**config.mk**
```make
export PLATFORM = sky130hd
export DESIGN_NAME = keypad_code_door_lock_flat
export DESIGN_NICKNAME = d
export VERILOG_FILES = /design/src/rtl/kcdl_pkg.sv /design/src/rtl/kcdl_if.sv /design/src/rtl/kcdl_fsm.sv /design/src/rtl/keypad_code_door_lock.sv /design/src/flat_wrapper.sv
export SDC_FILE = /design/constraint.sdc
export NUM_CORES = 1
export LEC_CHECK = 0
export BUFFER_PORTS_ARGS = -buffer_cell sky130_fd_sc_hd__buf_2
export CELL_PAD_IN_SITES_DETAIL_PLACEMENT = 0
export CELL_PAD_IN_SITES_GLOBAL_PLACEMENT = 1
export CORE_UTILIZATION = 48
export CTS_CLUSTER_SIZE = 30
export DETAILED_ROUTE_END_ITERATION = 10
export GPL_TIMING_DRIVEN = 0
export PLACE_DENSITY = 0.83
export SLEW_MARGIN = 20
export SYNTH_ARGS = -nofsm -noshare
export SYNTH_HDL_FRONTEND = slang
export SYNTH_SLANG_ARGS = --single-unit
```
**constraint.sdc**
```tcl
create_clock -name clock -period 7.5 [get_ports clock]
set_clock_uncertainty 0.15 [all_clocks]
set_input_delay 0.375 -clock clock [delete_from_list [all_inputs] [get_ports clock]]
set_output_delay 0.375 -clock clock [all_outputs]
set_load 0.05 [all_outputs]
```
**src/rtl/kcdl_pkg.sv**
```systemverilog
// Shared types, constants and helpers for the keypad code door lock.
package kcdl_pkg;

   localparam int TICK_W = 24;
   localparam int KEY_W = 4;
   localparam int PHASE_W = 3;
   localparam int CSR_ADDR_W = 3;
   localparam int CSR_DATA_W = 32;

   localparam logic [TICK_W-1:0] PULSE_TICKS_RESET = 24'd1000;
   localparam logic [TICK_W-1:0] HOLD_TICKS_RESET = 24'd10000;

   localparam logic CSR_PULSE_TICKS = 1'b0;
   localparam logic CSR_HOLD_TICKS = 1'b1;

   localparam logic ACTION_KEY = 1'b0;
   localparam logic ACTION_TICK = 1'b1;

   localparam logic [KEY_W-1:0] KEY_ZERO = 4'd0;

   localparam logic [PHASE_W-1:0] LOCK_PHASE_ENROLL = 3'd0;
   localparam logic [PHASE_W-1:0] LOCK_PHASE_ENTRY = 3'd1;
   localparam logic [PHASE_W-1:0] LOCK_PHASE_PASS = 3'd2;
   localparam logic [PHASE_W-1:0] LOCK_PHASE_FAIL = 3'd3;
   localparam logic [PHASE_W-1:0] LOCK_PHASE_CLEAR = 3'd4;
   localparam logic [PHASE_W-1:0] LOCK_PHASE_FLASH = 3'd5;

   typedef enum logic [5:0] {
      PH_ENROLL = 6'b000001,
      PH_ENTRY  = 6'b000010,
      PH_PASS   = 6'b000100,
      PH_FAIL   = 6'b001000,
      PH_CLEAR  = 6'b010000,
      PH_FLASH  = 6'b100000
   } phase_type;

   typedef struct packed {
      logic [TICK_W-1:0] pulse_ticks;
      logic [TICK_W-1:0] hold_ticks;
   } cfg_type;

   typedef struct packed {
      logic               solenoid_on;
      logic               enroll_led;
      logic               entry_led;
      logic               pass_led;
      logic               fail_led;
      logic               busy_flag;
      logic               key_dropped;
      logic [PHASE_W-1:0] lock_phase;
   } rsp_type;

   function automatic logic [PHASE_W-1:0] phase_code(input phase_type ph);
      logic [PHASE_W-1:0] code;
      unique case (ph)
         PH_ENROLL: code = LOCK_PHASE_ENROLL;
         PH_ENTRY:  code = LOCK_PHASE_ENTRY;
         PH_PASS:   code = LOCK_PHASE_PASS;
         PH_FAIL:   code = LOCK_PHASE_FAIL;
         PH_CLEAR:  code = LOCK_PHASE_CLEAR;
         PH_FLASH:  code = LOCK_PHASE_FLASH;
         default:   code = LOCK_PHASE_ENROLL;
      endcase
      return code;
   endfunction

endpackage

```
**src/rtl/kcdl_if.sv**
```systemverilog
// Valid/ready channel interfaces for key/tick beats and lock status beats.
interface kcdl_req_if;
   import kcdl_pkg::*;

   logic             valid;
   logic             ready;
   logic             action;
   logic [KEY_W-1:0] key_value;

   modport source (output valid, output action, output key_value, input ready);
   modport sink (input valid, input action, input key_value, output ready);
endinterface

interface kcdl_rsp_if;
   import kcdl_pkg::*;

   logic               valid;
   logic               ready;
   logic               solenoid_on;
   logic               enroll_led;
   logic               entry_led;
   logic               pass_led;
   logic               fail_led;
   logic               busy_flag;
   logic               key_dropped;
   logic [PHASE_W-1:0] lock_phase;

   modport source (
      output valid, output solenoid_on, output enroll_led, output entry_led,
      output pass_led, output fail_led, output busy_flag, output key_dropped,
      output lock_phase, input ready
   );
   modport sink (
      input valid, input solenoid_on, input enroll_led, input entry_led,
      input pass_led, input fail_led, input busy_flag, input key_dropped,
      input lock_phase, output ready
   );
endinterface

```
**src/rtl/kcdl_fsm.sv**
```systemverilog
// Lock state machine: code store, attempt flags, tick and blink counters.
module kcdl_fsm #(
   parameter int CODE_LENGTH = 6,
   parameter int BLINK_COUNT = 5
) (
   input  logic                    clock,
   input  logic                    reset,
   input  logic                    step,
   input  logic                    action,
   input  logic [kcdl_pkg::KEY_W-1:0] key_value,
   input  kcdl_pkg::cfg_type       cfg,
   output kcdl_pkg::rsp_type       rsp
);
   import kcdl_pkg::*;

   localparam int PW = $clog2(CODE_LENGTH + 1);
   localparam int IW = (CODE_LENGTH > 1) ? $clog2(CODE_LENGTH) : 1;
   localparam int BW = $clog2(2 * BLINK_COUNT + 3);
   localparam logic [PW-1:0] CODE_LEN = PW'(CODE_LENGTH);
   localparam logic [BW-1:0] LAST_HALF = BW'(2 * BLINK_COUNT);
   localparam logic [BW-1:0] HOLD_END = BW'(2 * BLINK_COUNT + 1);

   phase_type         phase_ff, phase_in;
   logic [PW-1:0]     pos_ff, pos_in;
   logic              match_ff, match_in;
   logic              zero_ff, zero_in;
   logic              set_ff, set_in;
   logic [TICK_W-1:0] tick_ff, tick_in;
   logic [BW-1:0]     blink_ff, blink_in;
   logic [KEY_W-1:0]  code_ff [CODE_LENGTH];

   logic              code_we;
   logic              dropped;
   logic              pos_open;
   logic [TICK_W-1:0] tick_inc;
   logic [TICK_W-1:0] target;
   logic              done;
   logic [BW-1:0]     blink_inc;
   logic              blink_on;

   assign pos_open = pos_ff < CODE_LEN;
   assign tick_inc = tick_ff + TICK_W'(1);
   assign target = (phase_ff == PH_PASS && blink_ff > LAST_HALF) ? cfg.hold_ticks
                                                                 : cfg.pulse_ticks;
   assign done = tick_inc >= target;
   assign blink_inc = blink_ff + BW'(1);

   always_comb begin
      phase_in = phase_ff;
      pos_in = pos_ff;
      match_in = match_ff;
      zero_in = zero_ff;
      set_in = set_ff;
      tick_in = tick_ff;
      blink_in = blink_ff;
      code_we = 1'b0;
      dropped = 1'b0;
      if (action == ACTION_TICK) begin
         unique case (phase_ff)
            PH_FLASH: begin
               tick_in = done ? '0 : tick_inc;
               if (done) begin
                  if (pos_open) begin
                     phase_in = set_ff ? PH_ENTRY : PH_ENROLL;
                  end else begin
                     pos_in = '0;
                     match_in = 1'b1;
                     zero_in = 1'b1;
                     blink_in = '0;
                     if (!set_ff) begin
                        set_in = 1'b1;
                        phase_in = PH_ENTRY;
                     end else if (zero_ff) begin
                        phase_in = PH_CLEAR;
                     end else if (match_ff) begin
                        phase_in = PH_PASS;
                     end else begin
                        phase_in = PH_FAIL;
                     end
                  end
               end
            end
            PH_PASS, PH_FAIL: begin
               tick_in = done ? '0 : tick_inc;
               if (done) begin
                  blink_in = blink_inc;
                  if ((phase_ff == PH_FAIL && blink_inc > LAST_HALF) ||
                      blink_inc > HOLD_END) begin
                     pos_in = '0;
                     match_in = 1'b1;
                     zero_in = 1'b1;
                     blink_in = '0;
                     phase_in = PH_ENTRY;
                  end
               end
            end
            PH_CLEAR: begin
               tick_in = done ? '0 : tick_inc;
               if (done) begin
                  set_in = 1'b0;
                  pos_in = '0;
                  match_in = 1'b1;
                  zero_in = 1'b1;
                  blink_in = '0;
                  phase_in = PH_ENROLL;
               end
            end
            default: begin
            end
         endcase
      end else begin
         unique case (phase_ff)
            PH_ENROLL: begin
               code_we = pos_open;
               pos_in = pos_ff + PW'(1);
               tick_in = '0;
               phase_in = PH_FLASH;
            end
            PH_ENTRY: begin
               if (pos_open && code_ff[pos_ff[IW-1:0]] != key_value) begin
                  match_in = 1'b0;
               end
               if (key_value != KEY_ZERO) begin
                  zero_in = 1'b0;
               end
               pos_in = pos_ff + PW'(1);
               tick_in = '0;
               phase_in = PH_FLASH;
            end
            default: begin
               dropped = 1'b1;
            end
         endcase
      end
   end

   assign blink_on = blink_in >= BW'(1) && blink_in <= LAST_HALF && blink_in[0];

   always_comb begin
      rsp.solenoid_on = phase_in == PH_PASS && blink_in >= BW'(1);
      rsp.enroll_led = set_in || phase_in == PH_FLASH;
      rsp.entry_led = phase_in == PH_FLASH && set_in;
      rsp.pass_led = phase_in == PH_PASS && blink_on;
      rsp.fail_led = phase_in == PH_FAIL && blink_on;
      rsp.busy_flag = phase_in == PH_PASS || phase_in == PH_FAIL ||
                      phase_in == PH_CLEAR || phase_in == PH_FLASH;
      rsp.key_dropped = dropped;
      rsp.lock_phase = phase_code(phase_in);
   end

   always_ff @(posedge clock) begin
      if (reset) begin
         phase_ff <= PH_ENROLL;
         pos_ff <= '0;
         match_ff <= 1'b1;
         zero_ff <= 1'b1;
         set_ff <= 1'b0;
         tick_ff <= '0;
         blink_ff <= '0;
      end else if (step) begin
         phase_ff <= phase_in;
         pos_ff <= pos_in;
         match_ff <= match_in;
         zero_ff <= zero_in;
         set_ff <= set_in;
         tick_ff <= tick_in;
         blink_ff <= blink_in;
      end
   end

   always_ff @(posedge clock) begin
      if (step && action == ACTION_KEY && code_we) begin
         code_ff[pos_ff[IW-1:0]] <= key_value;
      end
   end

endmodule

```
**src/rtl/keypad_code_door_lock.sv**
```systemverilog
// Keypad code door lock: one beat a cycle unless the result buffer is full; results are registered.
// Each key or tick beat is handled in the cycle it is accepted and its status
// beat is registered in the result buffer and presented from there. A two-entry
// result buffer lets one more beat in while a status beat waits, so the lock
// sustains one beat per cycle when the sink keeps up. Timing registers are
// written over APB at 0x0 (pulse_ticks) and 0x4 (hold_ticks); write them only
// while the lock is quiet.
module keypad_code_door_lock #(
   parameter int CODE_LENGTH = 6,
   parameter int BLINK_COUNT = 5
) (
   input  logic                            clock,
   input  logic                            reset,
   kcdl_req_if.sink                        req_chan,
   kcdl_rsp_if.source                      rsp_chan,
   input  logic                            psel,
   input  logic                            penable,
   input  logic                            pwrite,
   input  logic [kcdl_pkg::CSR_ADDR_W-1:0] paddr,
   input  logic [kcdl_pkg::CSR_DATA_W-1:0] pwdata,
   output logic [kcdl_pkg::CSR_DATA_W-1:0] prdata,
   output logic                            pready
);
   import kcdl_pkg::*;

   cfg_type cfg_ff, cfg_in;
   rsp_type next_rsp;
   rsp_type main_ff, main_in;
   rsp_type skid_ff, skid_in;
   logic    main_valid_ff, main_valid_in;
   logic    skid_valid_ff, skid_valid_in;
   logic    push;
   logic    take;
   logic    csr_write;

   // configuration
   assign pready = 1'b1;
   assign csr_write = psel && penable && pwrite;

   always_comb begin
      cfg_in = cfg_ff;
      if (csr_write) begin
         unique case (paddr[2])
            CSR_PULSE_TICKS: cfg_in.pulse_ticks = pwdata[TICK_W-1:0];
            CSR_HOLD_TICKS:  cfg_in.hold_ticks = pwdata[TICK_W-1:0];
            default: begin
            end
         endcase
      end
   end

   always_comb begin
      unique case (paddr[2])
         CSR_PULSE_TICKS: prdata = CSR_DATA_W'(cfg_ff.pulse_ticks);
         CSR_HOLD_TICKS:  prdata = CSR_DATA_W'(cfg_ff.hold_ticks);
         default:         prdata = '0;
      endcase
   end

   always_ff @(posedge clock) begin
      if (reset) begin
         cfg_ff.pulse_ticks <= PULSE_TICKS_RESET;
         cfg_ff.hold_ticks <= HOLD_TICKS_RESET;
      end else begin
         cfg_ff <= cfg_in;
      end
   end

   // lock core
   assign req_chan.ready = !skid_valid_ff;
   assign push = req_chan.valid && !skid_valid_ff;
   assign take = main_valid_ff && rsp_chan.ready;

   kcdl_fsm #(
      .CODE_LENGTH(CODE_LENGTH),
      .BLINK_COUNT(BLINK_COUNT)
   ) u_fsm (
      .clock(clock),
      .reset(reset),
      .step(push),
      .action(req_chan.action),
      .key_value(req_chan.key_value),
      .cfg(cfg_ff),
      .rsp(next_rsp)
   );

   // result buffer
   always_comb begin
      main_in = main_ff;
      skid_in = skid_ff;
      main_valid_in = main_valid_ff;
      skid_valid_in = skid_valid_ff;
      if (skid_valid_ff) begin
         if (take) begin
            main_in = skid_ff;
            skid_valid_in = 1'b0;
         end
      end else if (push) begin
         if (!main_valid_ff || take) begin
            main_in = next_rsp;
            main_valid_in = 1'b1;
         end else begin
            skid_in = next_rsp;
            skid_valid_in = 1'b1;
         end
      end else if (take) begin
         main_valid_in = 1'b0;
      end
   end

   always_ff @(posedge clock) begin
      if (reset) begin
         main_valid_ff <= 1'b0;
         skid_valid_ff <= 1'b0;
      end else begin
         main_valid_ff <= main_valid_in;
         skid_valid_ff <= skid_valid_in;
      end
   end

   always_ff @(posedge clock) begin
      main_ff <= main_in;
      skid_ff <= skid_in;
   end

   assign rsp_chan.valid = main_valid_ff;
   assign rsp_chan.solenoid_on = main_ff.solenoid_on;
   assign rsp_chan.enroll_led = main_ff.enroll_led;
   assign rsp_chan.entry_led = main_ff.entry_led;
   assign rsp_chan.pass_led = main_ff.pass_led;
   assign rsp_chan.fail_led = main_ff.fail_led;
   assign rsp_chan.busy_flag = main_ff.busy_flag;
   assign rsp_chan.key_dropped = main_ff.key_dropped;
   assign rsp_chan.lock_phase = main_ff.lock_phase;

endmodule

```
**src/flat_wrapper.sv**
```systemverilog
// flat-port wrapper written by rule: the top's interface ports become plain ports
module keypad_code_door_lock_flat import kcdl_pkg::*;
#(
   parameter int CODE_LENGTH = 6,
   parameter int BLINK_COUNT = 5
)
  (clock, reset, psel, penable, pwrite, paddr, pwdata, prdata, pready, req_chan_valid, req_chan_action, req_chan_key_value, req_chan_ready, rsp_chan_valid, rsp_chan_solenoid_on, rsp_chan_enroll_led, rsp_chan_entry_led, rsp_chan_pass_led, rsp_chan_fail_led, rsp_chan_busy_flag, rsp_chan_key_dropped, rsp_chan_lock_phase, rsp_chan_ready);
  kcdl_req_if req_chan_i ();
  kcdl_rsp_if rsp_chan_i ();
  input  logic clock;
  input  logic reset;
  input  logic psel;
  input  logic penable;
  input  logic pwrite;
  input  logic [kcdl_pkg::CSR_ADDR_W-1:0] paddr;
  input  logic [kcdl_pkg::CSR_DATA_W-1:0] pwdata;
  output logic [kcdl_pkg::CSR_DATA_W-1:0] prdata;
  output logic pready;
  input wire logic [$bits(req_chan_i.valid)-1:0] req_chan_valid;
  input wire logic [$bits(req_chan_i.action)-1:0] req_chan_action;
  input wire logic [$bits(req_chan_i.key_value)-1:0] req_chan_key_value;
  output wire logic [$bits(req_chan_i.ready)-1:0] req_chan_ready;
  output wire logic [$bits(rsp_chan_i.valid)-1:0] rsp_chan_valid;
  output wire logic [$bits(rsp_chan_i.solenoid_on)-1:0] rsp_chan_solenoid_on;
  output wire logic [$bits(rsp_chan_i.enroll_led)-1:0] rsp_chan_enroll_led;
  output wire logic [$bits(rsp_chan_i.entry_led)-1:0] rsp_chan_entry_led;
  output wire logic [$bits(rsp_chan_i.pass_led)-1:0] rsp_chan_pass_led;
  output wire logic [$bits(rsp_chan_i.fail_led)-1:0] rsp_chan_fail_led;
  output wire logic [$bits(rsp_chan_i.busy_flag)-1:0] rsp_chan_busy_flag;
  output wire logic [$bits(rsp_chan_i.key_dropped)-1:0] rsp_chan_key_dropped;
  output wire logic [$bits(rsp_chan_i.lock_phase)-1:0] rsp_chan_lock_phase;
  input wire logic [$bits(rsp_chan_i.ready)-1:0] rsp_chan_ready;
  assign req_chan_i.valid = req_chan_valid;
  assign req_chan_i.action = req_chan_action;
  assign req_chan_i.key_value = req_chan_key_value;
  assign req_chan_ready = req_chan_i.ready;
  assign rsp_chan_valid = rsp_chan_i.valid;
  assign rsp_chan_solenoid_on = rsp_chan_i.solenoid_on;
  assign rsp_chan_enroll_led = rsp_chan_i.enroll_led;
  assign rsp_chan_entry_led = rsp_chan_i.entry_led;
  assign rsp_chan_pass_led = rsp_chan_i.pass_led;
  assign rsp_chan_fail_led = rsp_chan_i.fail_led;
  assign rsp_chan_busy_flag = rsp_chan_i.busy_flag;
  assign rsp_chan_key_dropped = rsp_chan_i.key_dropped;
  assign rsp_chan_lock_phase = rsp_chan_i.lock_phase;
  assign rsp_chan_i.ready = rsp_chan_ready;
  keypad_code_door_lock #(.CODE_LENGTH(CODE_LENGTH), .BLINK_COUNT(BLINK_COUNT)) u_core (.clock(clock), .reset(reset), .req_chan(req_chan_i), .rsp_chan(rsp_chan_i), .psel(psel), .penable(penable), .pwrite(pwrite), .paddr(paddr), .pwdata(pwdata), .prdata(prdata), .pready(pready));
endmodule
```
# --- Word-level counts from Yosys, hierarchy flattened ---
# Memories as Yosys holds them, arrays and structs flattened. A register that Yosys moved wholly into a read port is not among the register bits.
# Cells that the tools add are included.
totals:
  latchBits: 0
  regBits: 110
  inputBits: 47
  wordCells: 176
  mem_bits_ro: 0
  mem_count: 1
  ramBits: 24
memory_table:
  columns: ["name", "depth", "word_bits", "rd", "rd_ports_with_merged_regs", "write_ports", "line", "rtl"]
  rows:
  - ["u_core.u_fsm.code_ff", 6, 4, 1, 1, 1, "kcdl_fsm.sv:30", "logic [KEY_W-1:0] code_ff [CODE_LENGTH];"]
op_classes:
  n_bitwise: 4
  shift: 0
  n_eq_ne: 21
  reduce_logical: 43
  addsub: 3
  multipliers: 0
  magnitude_cmp: 7
  n_div: 0
  n_mux: 70
op_table:
  columns: ["cell", "n"]
  rows:
  - ["24-bit two-way mux", 5]
  - ["32-bit one-hot mux with 2 select lines", 1]
  - ["10-bit two-way mux", 4]
  - ["6-bit two-way mux", 6]
  - ["1-bit two-way mux", 28]
  - ["4-bit two-way mux", 7]
  - ["3-bit two-way mux", 9]
  - ["24-bit by 1-bit adder with 24-bit output, second input constant", 1]
  - ["24-bit greater-or-equal comparator", 1]
  - ["6-bit one-hot mux with 3 select lines", 1]
  - ["9-bit AND reduction", 2]
  - ["1-bit logical AND", 15]
  - ["5-bit two-way mux", 3]
  - ["3-bit != test, second input constant", 5]
  - ["3-bit one-hot mux with 5 select lines", 1]
  - ["2-bit nonzero test", 7]
  - ["6-bit by 2-bit == test with 1-bit output, second input constant", 2]
  - ["6-bit by 3-bit == test with 1-bit output, second input constant", 2]
  - ["6-bit by 4-bit == test with 1-bit output, second input constant", 2]
  - ["6-bit by 5-bit == test with 1-bit output, second input constant", 2]
  - ["6-bit == test, second input constant", 2]
  - ["4-bit greater-than comparator, second input constant", 3]
  - ["4-bit one-hot mux with 3 select lines", 1]
  - ["3-bit AND reduction", 4]
  - ["other kinds (22)", 34]

# --- Longest topological paths before layout ---
# Gate-level depths: netlist (run 1).
depth:
  word_depth: 15
  ltp_mapped: 20

# --- Hierarchy ---
# A second synthesis (run 1) with hierarchy kept.
hier_totals:
  hier_cells: 814
  hier_area_um2: 7598.5
modules_own_cells:
  columns: ["module", "seq_area_each_um2", "cells_each", "n_inst", "area_each_um2"]
  rows:
  - ["kcdl_fsm", 1581.5, 518, 1, 4662.0]
  - ["keypad_code_door_lock", 1601.5, 296, 1, 2936.6]

# --- Least setup slack after synthesis (run 1) ---
# No wires, ideal clock.
synth_timing:
  kind: "register to register"
  startpoint: "register u_core.u_fsm.tick_ff[2]"
  endpoint: "register u_core.main_ff (netlist bit u_core.rsp_chan.solenoid_on), data pin"
  arrival_ns: 4.614
  required_ns: 7.080
  setup_slack_ns: 2.466
  stages_incl_launch_ff: 18
  period_less_slack_ns: 5.034
  n_path_buf: 0
  path_cell_list: "dfxtp_1 > nand3_1 > nor4_1 > and3_1 > and2_1 > and4_1 > nand3_1 > xnor2_1 > ha_1 > nand4_1 > nor4_1 > nand2_1 > o21ai_1 > nor2_1 > or3_4 > a221o_1 > a2111oi_1 > o31ai_1"
synth_lines:
  columns: ["item", "line", "rtl"]
  rows:
  - ["start: declaration", "kcdl_fsm.sv:28", "logic [TICK_W-1:0] tick_ff, tick_in;"]
  - ["start signal: assignment", "kcdl_fsm.sv:166", "tick_ff <= tick_in;"]
  - ["end signal: assignment", "keypad_code_door_lock.sv:122", "main_ff <= main_in;"]
  - ["end: declaration", "keypad_code_door_lock.sv:28", "rsp_type main_ff, main_in;"]

==> results of run 1 <==
[final cells by class]
class                           instances  area, um2  area share
Tap cell                              188        235      0.0274
Clock buffer                           17        425      0.0495
Sequential cell                       137       3180       0.371
Multi-Input combinational cell        632       3970       0.463
Timing Repair Buffer                   72        365      0.0425
Buffer                                 50        225      0.0262
Inverter                               13       48.8     0.00568
Clock inverter                         15        134      0.0156
[layer usage]
layer / global-route usage / wire (um) / part of all wire / up-vias
met2: 0.446 / 9820 / 0.51 / 171
met5: 0 / 0 / 0 / -
li1: - / - / - / 3121
met3: 0.0425 / 862 / 0.045 / 35
met1: 0.297 / 8150 / 0.42 / 3030
met4: 0.0985 / 480 / 0.025 / 0
[worst reg2reg max path, stage by stage (launching register included)]
cell,delay (ns)
dfxtp_1,0.50
clkbuf_1,0.36
nor4_1,0.12
o21ai_1,0.43
clkbuf_1,0.67
mux2i_1,0.32
ha_1,0.39
nand4_1,0.15
nor4_1,0.60
nand2_1,0.16
o21ai_1,0.38
nor2_1,0.20
or3_4,0.42
a221o_1,0.41
a2111oi_1,0.65
o31ai_1,0.12
[stage by stage]
step	util	hold WS, ns	setup slack (ns)	cells
after detailed placement	0.530	0.301	1.25	1091
after global placement	0.530	0.290	1.31	1091
after floorplan	-	0.282	2.47	832
after global routing	0.567	0.0347	0.771	1124
after CTS	0.567	0.0225	1.23	1124
final	0.567	0.0315	1.21	1124
[worst paths after layout]
path / start / end
max reg2reg: u_core.u_fsm.phase_ff[3]$_SDFFE_PP0P_ / u_core.rsp_chan.solenoid_on$_DFFE_PP_
min reg2reg: u_core.u_fsm.tick_ff[16]$_SDFFE_PP0P_ / u_core.u_fsm.tick_ff[16]$_SDFFE_PP0P_
min: pwdata[9] / u_core.cfg_ff[33]$_SDFFE_PP1P_
max: u_core.u_fsm.phase_ff[3]$_SDFFE_PP0P_ / u_core.rsp_chan.solenoid_on$_DFFE_PP_
[cells in the final DEF, fill, tap and decap left out, drive strengths merged, types with 29 or more instances in the layout]
cell | netlist | final
buf | 15 | 86
clkbuf | 35 | 52
o21ai | 29 | 29
nand3 | 32 | 32
mux2 | 30 | 30
nor2 | 64 | 64
a21oi | 83 | 83
dfxtp | 93 | 93
nand2 | 152 | 152
ha | 30 | 30
edfxtp | 44 | 44
[state kept, by name, summed over array words and instances (netlist names), 3 cells and up, named ones only]
| name | count |
|---|---|
| u_core.u_fsm.pos_ff | 3 |
| u_core.skid_ff | 10 |
| u_core.u_fsm.phase_ff | 6 |
| u_core.u_fsm.blink_ff | 4 |
| u_core.cfg_ff | 48 |
| u_core.rsp_chan.lock_phase | 3 |
| u_core.u_fsm.code_ff | 24 |
| u_core.u_fsm.tick_ff | 24 |
[report_power, final]
group	switching (mW)	internal [mW]	total [mW]
Sequential	0.0142	0.788	0.802
Combinational	0.162	0.0717	0.234
Clock	0.358	0.435	0.793
Total	0.534	1.29	1.83
[kinds of logic (layout without fill, tap and decap cells)]
group,Yosys count,count (layout),synth area share
xor gates and xnor gates,33,33,0.0390
other,2,9,0.00101
muxes,62,62,0.0956
AOI/OAI and AO/OA,168,168,0.139
DFF,137,137,0.430
adders and majority gates,30,30,0.0507
and+or+nand+nor,330,330,0.208
buffers and inverters,63,167,0.0370
==> summary.md, run 1 <==
| Metric | Value |
|---|---|
| Total core area | `0.0151 mm2` |
| Status | `finished, final reports clean` |
| Count leader, synth | `nand2_1` |
| Post-route cell area | `0.00859 mm2` |
| EDFF count, synth | `between 40 and 50` |
| I/O Buffers | `a little over 70` |
| Worst Hold Depth | `3` |
| Area contributors post-synth | `dfxtp_1 (25%), edfxtp_1 (18%), nand2_1 (7.7%)` |
| #FFs+latches synth | `about 140` |
| CTS Buf Count | `17` |
| H-tree Lvls | `4` |
| Fin crit period | `between 6 and 7 ns` |
| Detail Placement HPWL | `between 10000 and 15000 um` |
| Via density per instance | `5.66` |
| Drc violations | `0` |
| First-pass GRT wire length | `a little over 30000 um` |
| WP buf/inv | `2` |
| CP cell instances | `clkbuf_1 > nor4_1 > o21ai_1 > clkbuf_1 > mux2i_1 > ha_1 > nand4_1 > nor4_1 > nand2_1 > o21ai_1 > nor2_1 > or3_4 > a221o_1 > a2111oi_1 > o31ai_1` |
| Final #Nets | `1000` |
| Ports | `about 90` |
| Overflow left after global routing | `0` |
| CP Max Fanout | `10` |
| Max-cap violation count | `0` |
| Avg Inst Size Synth | `~9 um2` |
| CTS sink cnt | `137` |
| Worst reg2reg path depth | `15` |
| Via count | `6357` |
| Initial core utilization | `0.489` |
| Largest net degree at the start of global routing | `17` |
| Number of detailed-route iterations in the first pass | `5` |
| Slowest cell delay on critical path | `0.66 ns` |
| Hold-fix buffers, CTS | `1` |
| Final WL | `about 19000 um` |
| CTS tree | `built` |
| CP Class | `reg2reg` |
| Area Overhead vs Synth | `16.0%` |
| # resized after CTS | `0` |
| Achievable frequency | `159 MHz` |
| Slowest CP cell | `clkbuf_1` |
| Core Rows | `45` |
| # diodes | `0` |
| Vias in the first global route | `roughly 6200` |
| Synth Cell Area | `around 0.0074 mm2` |
| Main flop type after synthesis | `dfxtp_1` |
| Yosys cell types | `67` |
| Min-Delay Path Class | `in2reg` |
| R2R setup slack | `approximately 1.2 ns` |
| Filler cell count | `between 1000 and 1500` |
| RSZ-0062 raised after global routing | `no` |
| DP Area | `0.00802 mm2` |
| CTS max path bufs | `2` |
| VDD IR max | `~140 uV` |
| Total global-route track usage | `0.249` |
| Critical path endpoint category | `register` |
| Top cell type by total area after synthesis | `dfxtp_1` |
| Fraction of layout cells with a size suffix above 1 | `0.171` |
| Fin. max-slew vios | `0` |
| P per Cell Area | `213 mW/mm2` |
| Clock Latency Late Sink | `roughly 0.42 ns` |
| Yosys warns | `0` |
| Final Cycle Share | `0.838` |
| Detail Route Antenna Nets | `0` |
| CP required | `~7.5 ns` |
| GP Congestion | `around 0.88` |
| Register area share after synthesis | `0.430` |
| Postcts setup bufs | `0` |
| Synth Instances | `just over 800` |
| Commonest cells in the synthesized netlist | `nand2_1 (152), dfxtp_1 (93), a21oi_1 (83), nor2_1 (64), edfxtp_1 (44)` |
| Worst-margin pin slew | `0.953 ns` |
| Total power draw | `between 1.5 and 2 mW` |
| Wire length per cell | `17.2 um` |
| Leak | `3.45 nW` |
| Worst Setup Start Kind | `register` |
| Worst rel slew slack | `0.365` |
| Reg clk slew, reported paths | `0.06 ns` |
| Final Hold Viols | `0` |
| Root buffer cell | `clkbuf_16` |
| Die height | `roughly 130 um` |
| TNS Setup | `0 ns` |
| Share of the synthesized area in the top cell type | `0.251` |
| # setup viols final | `0` |
| Delay-heaviest family, CP | `compound AO/OA/AOI/OAI gates` |
| Worst Path Arrival | `6.29 ns` |
| Horiz. Die Dim | `approximately 130 um` |
| Crit. path cell count | `15` |
| Synth async-reset ratio | `0` |
| Die area | `0.0159 mm2` |
| Initial antenna violation count | `0` |
| Detailed Route Iter0 Violations | `around 450` |
(Power assumes the default switching activity.)
==> run 2, diff against run 1 <==
- ABC_AREA: not set -> 1
- CORE_UTILIZATION: 48 -> 43
- PLACE_DENSITY: 0.83 -> 0.79
- clock period: 7.5 -> 6.2 ns (I/O delays scaled with it)
==> run 2 against run 1 <==
  * Highest routed layer unchanged
  * Global-route usage decreased by 1.6 points
  * Critical path type unchanged
  * Wire length up 3.7%
  * Power rose by 28%
  * Worst setup slack improved by 0.35 ns
  * Critical path depth increased by 13
==> summary.md, run 2 <==
| Metric | Value |
|---|---|
| TNS Setup | `0 ns (unchanged)` |
| Ports | `92 (unchanged)` |
| # setup viols final | `0 (unchanged)` |
| Fraction of layout cells with a size suffix above 1 | `0.130 (-0.0413)` |
| Clock Latency Late Sink | `0.42 ns (about the same)` |
| H-tree Lvls | `4 (unchanged)` |
| Via density per instance | `4.97 (-12%)` |
| First-pass GRT wire length | `32100 um (+3.9%)` |
| Die area | `0.0178 mm2 (+12%)` |
| Sw Pwr | `0.664 mW (+24%)` |
| Slowest cell delay on critical path | `0.43 ns (-0.23 ns)` |
| Root buffer cell | `clkbuf_16` |
| Worst rel slew slack | `0.449 (+0.0840)` |
| Via count | `6773 (+6.5%)` |
| Crit path from | `u_core.u_fsm.tick_ff[0]$_SDFFE_PP0P_` |
| Largest net degree at the start of global routing | `17 (unchanged)` |
| Worst Setup Start Kind | `register` |
| Critical path endpoint category | `register` |
| DP Worst Slack | `1.59 ns (+0.347 ns)` |
| I/O Buffers | `72 (+1.4%)` |
| Mux contribution to synthesized area | `0 (-0.0956)` |
| CTS Buf Count | `17 (unchanged)` |
| Commonest cells in the synthesized netlist | `nand2_1 (249), o21ai_0 (118), inv_1 (113), dfxtp_1 (93), nor2_1 (85)` |
| CP Max Fanout | `10 (unchanged)` |
| RR Startpoint | `u_core.u_fsm.tick_ff[0]$_SDFFE_PP0P_` |
| Core Rows | `47 (+4.4%)` |
| Overflow left after global routing | `0 (unchanged)` |
| Worst Path Arrival | `4.67 ns (-1.62 ns)` |
| Min-Delay Path Class | `in2reg` |
| Hold Startpoint | `req_chan_key_value[2]` |
| Wire length per cell | `14.7 um (-14%)` |
| CP Class | `reg2reg` |
| Post-Synth Simple-Gate Area | `0.247 (+0.0387)` |
| Reg clk slew, reported paths | `0.06 ns (about the same)` |
| Share of the synthesized area in the top cell type | `0.251 (-0.000297)` |
| CTS sink cnt | `137 (unchanged)` |
| Hold-fix buffers, CTS | `23 (+22)` |
| Synth Instances | `1008 (+22%)` |
| Initial antenna violation count | `0 (unchanged)` |
| Status | `finished, final reports clean` |
| Postcts setup bufs | `0 (unchanged)` |
| CP required | `6.24 ns (-1.26 ns)` |
| Synth async-reset ratio | `0 (unchanged)` |
| Top cell type by total area after synthesis | `dfxtp_1` |
| Register area share after synthesis | `0.429 (-0.000508)` |
| Count leader, synth | `nand2_1` |
| Slowest CP cell | `nor4_1` |
| Main flop type after synthesis | `dfxtp_1` |
| Die height | `133 um (+5.6%)` |
| Fin. max-slew vios | `0 (unchanged)` |
| Flop pwr share | `0.418 (-0.021)` |
| Area Overhead vs Synth | `20.1%` |
| Largest register by flop count | `u_core.cfg_ff` |
| Final #Nets | `1206 (+21%)` |
| # resized after CTS | `0 (unchanged)` |
| Fin crit period | `4.63 ns (-1.65 ns)` |
| Horiz. Die Dim | `133 um (+5.6%)` |
| Commonest cells after routing, fill and taps aside | `nand2_1 (249), o21ai_0 (118), inv_1 (113), dfxtp_1 (93), nor2_1 (85)` |
| Final Cycle Share | `0.747 (-0.0911)` |
| # diodes | `0 (unchanged)` |
| Synth Cell Area | `0.00741 mm2 (+0.12%)` |
| Worst setup margin | `1.57 ns (+0.355 ns)` |
| VDD IR max | `202 uV (+46%)` |
| Total global-route track usage | `0.234 (-0.0157)` |
| EDFF count, synth | `44 (unchanged)` |
| Post-synthesis compound-gate area fraction | `0.152 (+0.0132)` |
| GP Congestion | `0.879 (-0.35%)` |
| Total core area | `0.0167 mm2 (+10%)` |
| Most used cell, CP | `nand2_1` |
| Sw Share | `0.283 (-0.00878)` |
| Main combinational cell family by area after synthesis | `simple AND/OR/NAND/NOR gates` |
| Gate power share | `0.150 (+0.022)` |
| Avg Inst Size Synth | `7.35 um2 (-18%)` |
| #FFs+latches synth | `137 (unchanged)` |
| Final WL | `20000 um (+3.7%)` |
| Detailed Route Iter0 Violations | `386 (-14%)` |
| Achievable frequency | `216 MHz (+36%)` |
| Initial core utilization | `0.444 (-0.0450)` |
| Leak | `4.02 nW (+17%)` |
| Clock power frac | `0.432 (-0.002)` |
| Internal | `1.68 mW (+30%)` |
| Area contributors post-synth | `dfxtp_1 (25%), edfxtp_1 (18%), nand2_1 (13%)` |
| Post-Synth Adder-Cell Area | `0.0506 (-0.0000599)` |
| Yosys cell types | `43 (-36%)` |
| CTS tree | `built` |
| Detail Route Antenna Nets | `0 (unchanged)` |
| Commonest non-fill, non-tap cell in the layout | `nand2_1` |
| Max FFs per register | `48 (unchanged)` |
| RSZ-0062 raised after global routing | `no` |
| Synth Area in XOR/XNOR | `0.0295 (-0.00950)` |
| Total power draw | `2.35 mW (+28%)` |
| P per Cell Area | `263 mW/mm2 (+24%)` |
| Yosys warns | `0 (unchanged)` |
| Number of detailed-route iterations in the first pass | `5 (unchanged)` |
| Max-cap violation count | `0 (unchanged)` |
| Vias in the first global route | `6302 (+1.6%)` |
| Final Hold Viols | `0 (unchanged)` |
| Detail Placement HPWL | `14400 um (+1.7%)` |
| Drc violations | `0 (unchanged)` |
| CTS max path bufs | `2 (unchanged)` |
| Worst-margin pin slew | `0.824 ns (-0.129 ns)` |
[run 2: area by class of cell]
type                            count  area, um2
Clock inverter                      7       50.0
Multi-Input combinational cell    711       3580
Clock buffer                       25        551
Tap cell                          220        275
Fill cell                        1726       7790
Inverter                          119        447
Sequential cell                   137       3180
Timing Repair Buffer               95        591
Buffer                             48        226
[run 2: power groups by stage]
stage	logic (mW)	clock network, mW	registers, mW
after detailed placement	0.337	0	1.00
final	0.351	1.01	0.981
after floorplan	0.218	0	1.02
after CTS	0.350	1.03	0.981
after global routing	0.386	1.06	0.985
after global placement	0.337	0	0.999
[run 2: kinds of logic (layout without fill, tap and decap cells)]
family          count (synthesis)  after routing
compound gates                215            215
xor+xnor                       25             25
fa+ha+maj                      30             30
buf+inv                       167            294
flops                         137            137
other cells                     2              9
simple gates                  432            432
[run 2: layer usage]
metal | up-vias | wire length, um | track usage
li1 | 3528 | - | -
met1 | 3043 | 9160 | 0.301
met2 | 173 | 9640 | 0.392
met3 | 29 | 900 | 0.0407
met4 | 0 | 316 | 0.0846
met5 | - | 0 | 0
[run 2: worst paths after layout]
| check | end | slack [ns] | cells after the start |
|---|---|---|---|
| worst max-delay path | u_core.rsp_chan.busy_flag$_DFFE_PP_ | 1.57 | 28 |
| worst min-delay path | u_core.u_fsm.code_ff[0][2]$_DFFE_PP_ | 0.01 | 1 |
| worst max register to register | u_core.rsp_chan.busy_flag$_DFFE_PP_ | 1.57 | 28 |
| worst min register to register | u_core.u_fsm.match_ff$_SDFFE_PP1P_ | 0.32 | 2 |
[run 2: critical path: cells and delay by family (launching register included)]
kind,cells,cell delay (ns)
and+or+nand+nor,21,2.86
adders and majority gates,2,0.48
DFF,1,0.42
buffers and inverters,4,0.36
xor gates and xnor gates,1,0.14
[run 2: metrics by stage]
| step | hold WS [ns] | utilization | instance area, um2 | cells |
|---|---|---|---|---|
| finish | 0.0112 | 0.533 | 8910 | 1362 |
| global route | 0.000648 | 0.533 | 8910 | 1362 |
| CTS | 0.00225 | 0.533 | 8910 | 1362 |
| detailed placement | 0.315 | 0.484 | 8080 | 1307 |
| global placement | 0.311 | 0.484 | 8080 | 1307 |
| floorplan | 0.259 | - | 7440 | 1015 |
